--- src/rtl/positional_list_store_unit_assert.svh ---
// Assertion macros for the positional list store unit.
// Depends on clk and rst_n being visible where the macros are used.
`ifndef POSITIONAL_LIST_STORE_UNIT_ASSERT_SVH
`define POSITIONAL_LIST_STORE_UNIT_ASSERT_SVH

// Check a condition that must hold in the same cycle as its trigger
`define PLSU_ASSERT_NOW(label, ante, cons, msg) \
    label: assert property (@(posedge clk) disable iff (!rst_n) (ante) |-> (cons)) \
        else $error(msg);

// Check a condition that must hold in the cycle after its trigger
`define PLSU_ASSERT_NEXT(label, ante, cons, msg) \
    label: assert property (@(posedge clk) disable iff (!rst_n) (ante) |=> (cons)) \
        else $error(msg);

`endif

--- src/rtl/plsu_pkg.sv ---
// Shared types and codes for the positional list store unit.
// No dependencies; used by positional_list_store_unit and plsu_seq.
package plsu_pkg;

    // Command codes
    localparam logic [2:0] CMD_INS_FRONT = 3'd0;
    localparam logic [2:0] CMD_INS_BACK  = 3'd1;
    localparam logic [2:0] CMD_INS_POS   = 3'd2;
    localparam logic [2:0] CMD_DEL_FRONT = 3'd3;
    localparam logic [2:0] CMD_DEL_BACK  = 3'd4;
    localparam logic [2:0] CMD_DEL_POS   = 3'd5;
    localparam logic [2:0] CMD_DUMP      = 3'd6;

    // Status codes
    localparam logic [1:0] STAT_DONE  = 2'd0;
    localparam logic [1:0] STAT_RANGE = 2'd1;
    localparam logic [1:0] STAT_FULL  = 2'd2;
    localparam logic [1:0] STAT_EMPTY = 2'd3;

    // Largest number of elements a dump emits
    localparam int unsigned MaxDump = 16;

    localparam int unsigned ValueW = 32;

    typedef struct packed {
        logic [2:0]               command;
        logic signed [ValueW-1:0] value;
        logic [4:0]               position;
    } cmd_t;

    typedef struct packed {
        logic [4:0]               item_count;
        logic [1:0]               status;
        logic signed [ValueW-1:0] element;
        logic                     element_valid;
        logic                     last;
    } rsp_t;

endpackage

--- src/rtl/positional_list_store_unit.sv ---
// Top level of the positional list store unit: sequencer plus slot RAM.
// Depends on plsu_pkg, plsu_seq, plsu_ram and positional_list_store_unit_assert.svh.

// Ordered store of up to DEPTH signed 32-bit values kept front to back in a
// single slot RAM. One command is taken at a time; cmd_ready is low until its
// last response has been loaded into the output register. Moving elements goes
// through the RAM's one read and one write port with one shared step unit: an
// insert checks the cursor, reads and writes back each element behind the
// target slot, then writes the new value and responds; a delete moves each
// element after the removed one the same way and then responds; a rejected or
// ignored command goes straight to its status response. A dump reads up to
// 16 elements, presenting each once the response side has room. The response
// register lets a new command enter while the previous response waits.
module positional_list_store_unit #(
    parameter int unsigned DEPTH = 16
) (
    input  logic           clk,
    input  logic           rst_n,
    input  logic           cmd_valid,
    output logic           cmd_ready,
    input  plsu_pkg::cmd_t cmd,
    output logic           rsp_valid,
    input  logic           rsp_ready,
    output plsu_pkg::rsp_t rsp
);

`include "positional_list_store_unit_assert.svh"

    localparam int unsigned AW = $clog2(DEPTH);

    logic                          mem_we;
    logic [AW-1:0]                 mem_waddr;
    logic [plsu_pkg::ValueW-1:0]   mem_wdata;
    logic                          mem_re;
    logic [AW-1:0]                 mem_raddr;
    logic [plsu_pkg::ValueW-1:0]   mem_rdata;

    // Command sequencer
    plsu_seq #(
        .DEPTH (DEPTH)
    ) u_seq (
        .clk       (clk),
        .rst_n     (rst_n),
        .cmd_valid (cmd_valid),
        .cmd_ready (cmd_ready),
        .cmd       (cmd),
        .rsp_valid (rsp_valid),
        .rsp_ready (rsp_ready),
        .rsp       (rsp),
        .mem_we    (mem_we),
        .mem_waddr (mem_waddr),
        .mem_wdata (mem_wdata),
        .mem_re    (mem_re),
        .mem_raddr (mem_raddr),
        .mem_rdata (mem_rdata)
    );

    // Slot storage
    plsu_ram #(
        .WIDTH (plsu_pkg::ValueW),
        .DEPTH (DEPTH)
    ) u_slots (
        .clk   (clk),
        .we    (mem_we),
        .waddr (mem_waddr),
        .wdata (mem_wdata),
        .re    (mem_re),
        .raddr (mem_raddr),
        .rdata (mem_rdata)
    );

    // Sequencer leaves idle on every accepted request
    `PLSU_ASSERT_NEXT(a_busy_after_accept, cmd_valid && cmd_ready, !cmd_ready, "ready after accept")
    // Status responses carry no element
    `PLSU_ASSERT_NOW(a_no_elem_zero, rsp_valid && !rsp.element_valid, rsp.element == '0, "stray elem")
    // Only dump elements may be followed by further responses
    `PLSU_ASSERT_NOW(a_nonlast_is_elem, rsp_valid && !rsp.last, rsp.element_valid, "bad non-last")
    // Shift loop never reads and writes the RAM in one cycle
    `PLSU_ASSERT_NOW(a_ram_one_op, mem_we, !mem_re, "RAM read and write overlap")

endmodule

--- src/rtl/plsu_ram.sv ---
// Generic single-write, single-read RAM with registered read data.
// No dependencies.
module plsu_ram #(
    parameter int unsigned WIDTH = 32,
    parameter int unsigned DEPTH = 16
) (
    input  logic                     clk,
    input  logic                     we,
    input  logic [$clog2(DEPTH)-1:0] waddr,
    input  logic [WIDTH-1:0]         wdata,
    input  logic                     re,
    input  logic [$clog2(DEPTH)-1:0] raddr,
    output logic [WIDTH-1:0]         rdata
);

    logic [WIDTH-1:0] mem [DEPTH];
    logic [WIDTH-1:0] rdata_reg;

    // Write port
    always_ff @(posedge clk)
    begin
        if (we)
        begin
            mem[waddr] <= wdata;
        end
    end

    // Registered read port; hold data while no read is issued
    always_ff @(posedge clk)
    begin
        if (re)
        begin
            rdata_reg <= mem[raddr];
        end
    end

    assign rdata = rdata_reg;

endmodule

--- src/rtl/plsu_seq.sv ---
// Sequencer for the positional list store: command decode, shift loop over
// the slot RAM with one shared step unit, and the response register.
// Depends on plsu_pkg.
module plsu_seq #(
    parameter int unsigned DEPTH = 16
) (
    input  logic                                  clk,
    input  logic                                  rst_n,
    input  logic                                  cmd_valid,
    output logic                                  cmd_ready,
    input  plsu_pkg::cmd_t                        cmd,
    output logic                                  rsp_valid,
    input  logic                                  rsp_ready,
    output plsu_pkg::rsp_t                        rsp,
    output logic                                  mem_we,
    output logic [$clog2(DEPTH)-1:0]              mem_waddr,
    output logic [plsu_pkg::ValueW-1:0]           mem_wdata,
    output logic                                  mem_re,
    output logic [$clog2(DEPTH)-1:0]              mem_raddr,
    input  logic [plsu_pkg::ValueW-1:0]           mem_rdata
);

    localparam int unsigned AW = $clog2(DEPTH);
    localparam int unsigned CW = $clog2(DEPTH + 1);
    localparam int unsigned PW = ((CW > 5) ? CW : 5) + 1;

    typedef enum logic [8:0] {
        S_IDLE     = 9'b000000001,
        S_INS_CHK  = 9'b000000010,
        S_DEL_CHK  = 9'b000000100,
        S_SH_RD    = 9'b000001000,
        S_SH_WR    = 9'b000010000,
        S_PUT      = 9'b000100000,
        S_RESP     = 9'b001000000,
        S_DUMP_RD  = 9'b010000000,
        S_DUMP_CAP = 9'b100000000
    } state_t;

    state_t                     state_reg, state_next;
    logic [CW-1:0]              fill_reg, fill_next;
    logic [CW-1:0]              cur_reg, cur_next;
    logic [CW-1:0]              tgt_reg, tgt_next;
    logic [CW-1:0]              cnt_reg, cnt_next;
    logic                       up_reg, up_next;
    logic [1:0]                 status_reg, status_next;
    logic [plsu_pkg::ValueW-1:0] val_reg, val_next;
    logic                       out_valid_reg, out_valid_next;
    plsu_pkg::rsp_t             out_reg, out_next;

    logic [CW-1:0] step;
    logic          out_free;
    logic          accept;
    logic [PW-1:0] pos_w;
    logic [PW-1:0] fill_w;
    logic          full;
    logic          empty;

    // Shared step unit: advance the cursor by one in the active direction
    assign step = up_reg ? (cur_reg + CW'(1)) : (cur_reg - CW'(1));

    assign out_free = !out_valid_reg || rsp_ready;
    assign accept   = cmd_valid && cmd_ready;
    assign pos_w    = PW'(cmd.position);
    assign fill_w   = PW'(fill_reg);
    assign full     = (fill_reg == CW'(DEPTH));
    assign empty    = (fill_reg == '0);

    assign cmd_ready = (state_reg == S_IDLE);
    assign rsp_valid = out_valid_reg;
    assign rsp       = out_reg;

    // Next-state and datapath control
    always_comb
    begin
        state_next     = state_reg;
        fill_next      = fill_reg;
        cur_next       = cur_reg;
        tgt_next       = tgt_reg;
        cnt_next       = cnt_reg;
        up_next        = up_reg;
        status_next    = status_reg;
        val_next       = val_reg;
        out_next       = out_reg;
        out_valid_next = out_valid_reg;
        mem_we         = 1'b0;
        mem_waddr      = cur_reg[AW-1:0];
        mem_wdata      = mem_rdata;
        mem_re         = 1'b0;
        mem_raddr      = step[AW-1:0];

        // Drop the held response once taken
        if (rsp_ready)
        begin
            out_valid_next = 1'b0;
        end

        unique case (state_reg)
            S_IDLE:
            begin
                if (accept)
                begin
                    val_next    = cmd.value;
                    status_next = plsu_pkg::STAT_DONE;
                    state_next  = S_RESP;
                    unique case (cmd.command)
                        plsu_pkg::CMD_INS_FRONT, plsu_pkg::CMD_INS_BACK:
                        begin
                            if (full)
                            begin
                                status_next = plsu_pkg::STAT_FULL;
                            end
                            else
                            begin
                                up_next    = 1'b0;
                                cur_next   = fill_reg;
                                tgt_next   = (cmd.command == plsu_pkg::CMD_INS_FRONT)
                                             ? '0 : fill_reg;
                                state_next = S_INS_CHK;
                            end
                        end
                        plsu_pkg::CMD_INS_POS:
                        begin
                            if (pos_w == '0 || pos_w > fill_w + PW'(1))
                            begin
                                status_next = plsu_pkg::STAT_RANGE;
                            end
                            else if (full)
                            begin
                                status_next = plsu_pkg::STAT_FULL;
                            end
                            else
                            begin
                                up_next    = 1'b0;
                                cur_next   = fill_reg;
                                tgt_next   = CW'(pos_w - PW'(1));
                                state_next = S_INS_CHK;
                            end
                        end
                        plsu_pkg::CMD_DEL_FRONT, plsu_pkg::CMD_DEL_BACK:
                        begin
                            if (empty)
                            begin
                                status_next = plsu_pkg::STAT_EMPTY;
                            end
                            else
                            begin
                                up_next    = 1'b1;
                                cur_next   = (cmd.command == plsu_pkg::CMD_DEL_FRONT)
                                             ? '0 : (fill_reg - CW'(1));
                                state_next = S_DEL_CHK;
                            end
                        end
                        plsu_pkg::CMD_DEL_POS:
                        begin
                            if (empty)
                            begin
                                status_next = plsu_pkg::STAT_EMPTY;
                            end
                            else if (pos_w == '0 || pos_w > fill_w)
                            begin
                                status_next = plsu_pkg::STAT_RANGE;
                            end
                            else
                            begin
                                up_next    = 1'b1;
                                cur_next   = CW'(pos_w - PW'(1));
                                state_next = S_DEL_CHK;
                            end
                        end
                        plsu_pkg::CMD_DUMP:
                        begin
                            if (empty)
                            begin
                                status_next = plsu_pkg::STAT_EMPTY;
                            end
                            else
                            begin
                                up_next    = 1'b1;
                                cur_next   = '0;
                                cnt_next   = (fill_w > PW'(plsu_pkg::MaxDump))
                                             ? CW'(plsu_pkg::MaxDump) : fill_reg;
                                state_next = S_DUMP_RD;
                            end
                        end
                        default:
                        begin
                            status_next = plsu_pkg::STAT_DONE;
                        end
                    endcase
                end
            end

            // Shift toward the back until the gap reaches the target
            S_INS_CHK:
            begin
                state_next = (cur_reg > tgt_reg) ? S_SH_RD : S_PUT;
            end

            // Shift toward the front while a successor remains
            S_DEL_CHK:
            begin
                if (step < fill_reg)
                begin
                    state_next = S_SH_RD;
                end
                else
                begin
                    fill_next  = fill_reg - CW'(1);
                    state_next = S_RESP;
                end
            end

            S_SH_RD:
            begin
                mem_re     = 1'b1;
                state_next = S_SH_WR;
            end

            S_SH_WR:
            begin
                mem_we     = 1'b1;
                cur_next   = step;
                state_next = up_reg ? S_DEL_CHK : S_INS_CHK;
            end

            S_PUT:
            begin
                mem_we     = 1'b1;
                mem_waddr  = tgt_reg[AW-1:0];
                mem_wdata  = val_reg;
                fill_next  = fill_reg + CW'(1);
                state_next = S_RESP;
            end

            // Emit the single status response
            S_RESP:
            begin
                if (out_free)
                begin
                    out_valid_next         = 1'b1;
                    out_next.item_count    = 5'(fill_reg);
                    out_next.status        = status_reg;
                    out_next.element       = '0;
                    out_next.element_valid = 1'b0;
                    out_next.last          = 1'b1;
                    state_next             = S_IDLE;
                end
            end

            S_DUMP_RD:
            begin
                mem_re     = 1'b1;
                mem_raddr  = cur_reg[AW-1:0];
                state_next = S_DUMP_CAP;
            end

            // Present one element; read data holds until the next read
            S_DUMP_CAP:
            begin
                if (out_free)
                begin
                    out_valid_next         = 1'b1;
                    out_next.item_count    = 5'(fill_reg);
                    out_next.status        = plsu_pkg::STAT_DONE;
                    out_next.element       = $signed(mem_rdata);
                    out_next.element_valid = 1'b1;
                    out_next.last          = (step == cnt_reg);
                    cur_next               = step;
                    state_next             = (step == cnt_reg) ? S_IDLE : S_DUMP_RD;
                end
            end

            default:
            begin
                state_next = S_IDLE;
            end
        endcase
    end

    // Control registers
    always_ff @(posedge clk or negedge rst_n)
    begin
        if (!rst_n)
        begin
            state_reg     <= S_IDLE;
            fill_reg      <= '0;
            out_valid_reg <= 1'b0;
        end
        else
        begin
            state_reg     <= state_next;
            fill_reg      <= fill_next;
            out_valid_reg <= out_valid_next;
        end
    end

    // Payload and loop registers
    always_ff @(posedge clk)
    begin
        cur_reg    <= cur_next;
        tgt_reg    <= tgt_next;
        cnt_reg    <= cnt_next;
        up_reg     <= up_next;
        status_reg <= status_next;
        val_reg    <= val_next;
        out_reg    <= out_next;
    end

endmodule
--- config.mk ---
export PLATFORM = sky130hd
export DESIGN_NAME = positional_list_store_unit
export DESIGN_NICKNAME = d
export VERILOG_FILES = /design/src/rtl/plsu_pkg.sv /design/src/rtl/positional_list_store_unit.sv /design/src/rtl/plsu_ram.sv /design/src/rtl/plsu_seq.sv
export VERILOG_INCLUDE_DIRS = /design/src /design/src/rtl
export SDC_FILE = /design/constraint.sdc
export NUM_CORES = 1
export LEC_CHECK = 0
export ABC_AREA = 1
export CAP_MARGIN = 40
export CORE_UTILIZATION = 45
export DETAILED_ROUTE_END_ITERATION = 16
export DONT_BUFFER_PORTS = 1
export GPL_ROUTABILITY_DRIVEN = 0
export SLEW_MARGIN = 20
export SYNTH_ARGS = -nofsm -noshare
export SYNTH_HDL_FRONTEND = slang
export SYNTH_HIERARCHICAL = 1
export SYNTH_SLANG_ARGS = --single-unit
--- constraint.sdc ---
create_clock -name clk -period 4.96 [get_ports clk]
set_input_delay 0.744 -clock clk [delete_from_list [all_inputs] [get_ports clk]]
set_output_delay 0.744 -clock clk [all_outputs]
set_load 0.02 [all_outputs]
==> impl_results.md <==
* Port-buffer cells at 0
* Placeable Area at 63000 sq um
* Slew Limit Headroom at between 30% and 40%
* Startpoint types: flip-flop
* FMAX at between 0.2 and 0.3 GHz
* Worst skew pair latency at approximately 600 ps
* # H-tree levels at 3
* CTS max path bufs at 3
* Seq/Total Area, Yosys at approximately 68%
* Final-report setup violation count at 0
* Worst Skew at around 16 ps
* HPWL Detailed at around 40 mm
* Worst path required time at 5190 ps
* Largest Register: u_slots/mem
* CTS tree: done
* CTS buffer count at 67
* DR pass1 iterations at 6
* CP Capture Type: flip-flop
* CTS clk-pin slew, worst paths at ~60 ps
* Final wirelength at just over 70 mm
* Worst-Margin Slew at around 1000 ps
* Slowest stage cell, crit path: nor2_4
* Total congestion overflow at 0
* Post-synth EDFFs at ~640
* WP data arrival at 4030 ps
* Largest net degree at the start of global routing at around 180
* Fin Setup TNS at 0 ps
* Initial antenna violation count at 0
* # nets final at around 2800
* Final slew viol count at 0
* Sink Count at 650
* Highest Signal Layer: met4
* Worst min path class: in -> reg
* Dpl cells at 3518
* DRT iter0 DRCs at 1632
* Synth Instances at 2723
* Post-route cell area at about 32000 sq um
* Number of remaining DRC errors at 0
* Share of cells above drive strength 1 at 7.69%
* Crit path time final at between 3000 and 4000 ps
* Yosys reg bits at 650
* Post-Synthesis Cell Area at around 29000 sq um
* Delay-heaviest family, CP: simple AND/OR/NAND/NOR gates
* Post-CTS resize count at 0
* Final Util at approximately 51%
* Power Density at approximately 630 nW/um^2
* Synth-to-Final Area Change at 11.9%
* First-pass GRT wire length at around 110 mm
* Starting density of the core at between 40% and 50%
* WP buf/inv at 2
* # rows at 92
* Drt wl/cell at between 15 and 20 um
* Die width at roughly 250 um
* Final Hold Fails at 0
* Die area at about 65000 sq um
* Crit-path most repeated cell: nor2_4
* Total global-route track usage at roughly 22%
* Worst-path maximum fanout at 23
* Vias in the first global route at between 15000 and 20000
* Unrepaired setup endpoints after global routing: false
* Wl on met1 at ~30 mm
* Avg Inst Size Synth at 10.5 sq um
* Leakage at ~13 nW
* Final hold slack at 240 ps
* Io pins at 87
* Post-synth ARST share at roughly 2.3%
* Max reg flops at roughly 510
* Final cell count without fillers at around 3600
* CTS Hold Buffers Added at 1
* Outcome: complete, no violations
* Die Height at 254 um
* Vias at ~19000
* Via/cell ratio at about 5.2
* Main synth FF type: edfxtp_1
* CP max stage delay at ~550 ps
* Placed cell area at about 30000 sq um
* WS Path Type: reg -> reg
* Met2 wire len at 34.6 mm
* R2R setup slack at between 1000 and 1500 ps
* Worst slack, placed at ~1300 ps
* Max-cap violations at 0
* DR WL met3 at slightly below 4 mm
* Diodes inserted at 0
* Final period utilization at approximately 77%
* Routed Antenna Nets at 0
* Root buf cell: clkbuf_16
* Worst VDD drop at just under 800 uV
* Final worst setup slack at approximately 1200 ps
* Fill count at approximately 5500
* Netlist cell types at between 40 and 50
* Ordered cell list for the critical path: nor2_2 -> inv_2 -> nor2_4 -> nand3_1 -> o21ai_0 -> nand3b_1 -> nor2_4 -> buf_4
* Total power at just over 20 mW
* Ys Warns at 6
* Setup repair bufs after CTS at 0
* Syn Nets at 2795
==> metal layers <==
layer / global-route usage, % / up-vias
met5: 0 / -
met4: 7.21 / 0
met3: 3.53 / 118
met1: 29.4 / 9179
met2: 37.2 / 572
li1: - / 8912
==> path summary, 6_finish.rpt <==
path,from,endpoint,cells past startpoint
max in group asynchronous,rst_n,u_seq/state_reg[0],2
hold / removal,cmd[10],u_seq/val_reg[5],0
hold reg to reg,u_seq/status_reg[1],u_seq/rsp[35],2
min in group asynchronous,rst_n,u_seq/fill_reg[2],1
setup / recovery,u_seq/state_reg[2],u_slots/mem[7][25],8
setup reg to reg,u_seq/state_reg[2],u_slots/mem[7][25],8
==> cell families (layout without fill, tap and decap cells) <==
family / after synthesis / count (layout) / share of synthesized area, %
simple gates: 1326 / 1326 / 19.5
flops: 650 / 650 / 67.8
buf+inv: 613 / 687 / 9.18
compound gates: 90 / 90 / 1.69
fa+ha+maj: 28 / 28 / 1.25
xor+xnor: 14 / 14 / 0.428
mux: 2 / 2 / 0.0786
==> power breakdown <==
group          switching, mW  internal (mW)
Clock                   2.06           2.92
Sequential             0.186           6.60
Combinational           5.87           2.47
==> cells in the mapped netlist (7+ instances only) <==
library cell  instances  share of area (%)
a21oi_1              17               0.30
buf_1                14               0.18
buf_2                46               0.80
buf_4                 7               0.18
buf_6                30                1.2
clkbuf_1             23               0.30
dfrtp_1              14                1.2
edfxtp_1            635                 67
ha_1                 27                1.2
inv_1               482                6.3
inv_2                 8               0.10
nand2_1             797                 10
nand3_1             407                7.1
nand4_1               7               0.15
nor2_1               87                1.1
nor3_1                9               0.16
o21ai_0              51               0.89
o22ai_1               8               0.17
xor2_1                9               0.28
==> layout make-up <==
class,instances,area (sq um),share of cell area (%)
Clock buffer,82,1820,5.67
Clock inverter,40,350,1.09
Inverter,491,1850,5.77
Multi-Input combinational cell,1460,6760,21.1
Sequential cell,650,19400,60.6
Tap cell,846,1060,3.30
Timing Repair Buffer,74,808,2.52
==> cells in the final DEF (no fill, tap or decap), drive strengths merged, types with 2 or more instances in the layout <==
master | netlist | layout
xor2 | 9 | 9
o221ai | 3 | 3
or2 | 3 | 3
o22ai | 8 | 8
o21ai | 56 | 56
clkbuf | 24 | 82
clkinv | 0 | 29
xnor2 | 5 | 5
inv | 491 | 493
bufinv | 0 | 6
mux2 | 2 | 2
a21oi | 17 | 17
nor3 | 11 | 11
a211oi | 2 | 2
clkinvlp | 0 | 3
nand3 | 407 | 407
nand2 | 797 | 797
nand4 | 9 | 9
edfxtp | 635 | 635
ha | 27 | 27
o211ai | 2 | 2
dfrtp | 14 | 14
buf | 98 | 73
nand3b | 5 | 5
nor2 | 92 | 92
(Power assumes the default switching activity.)
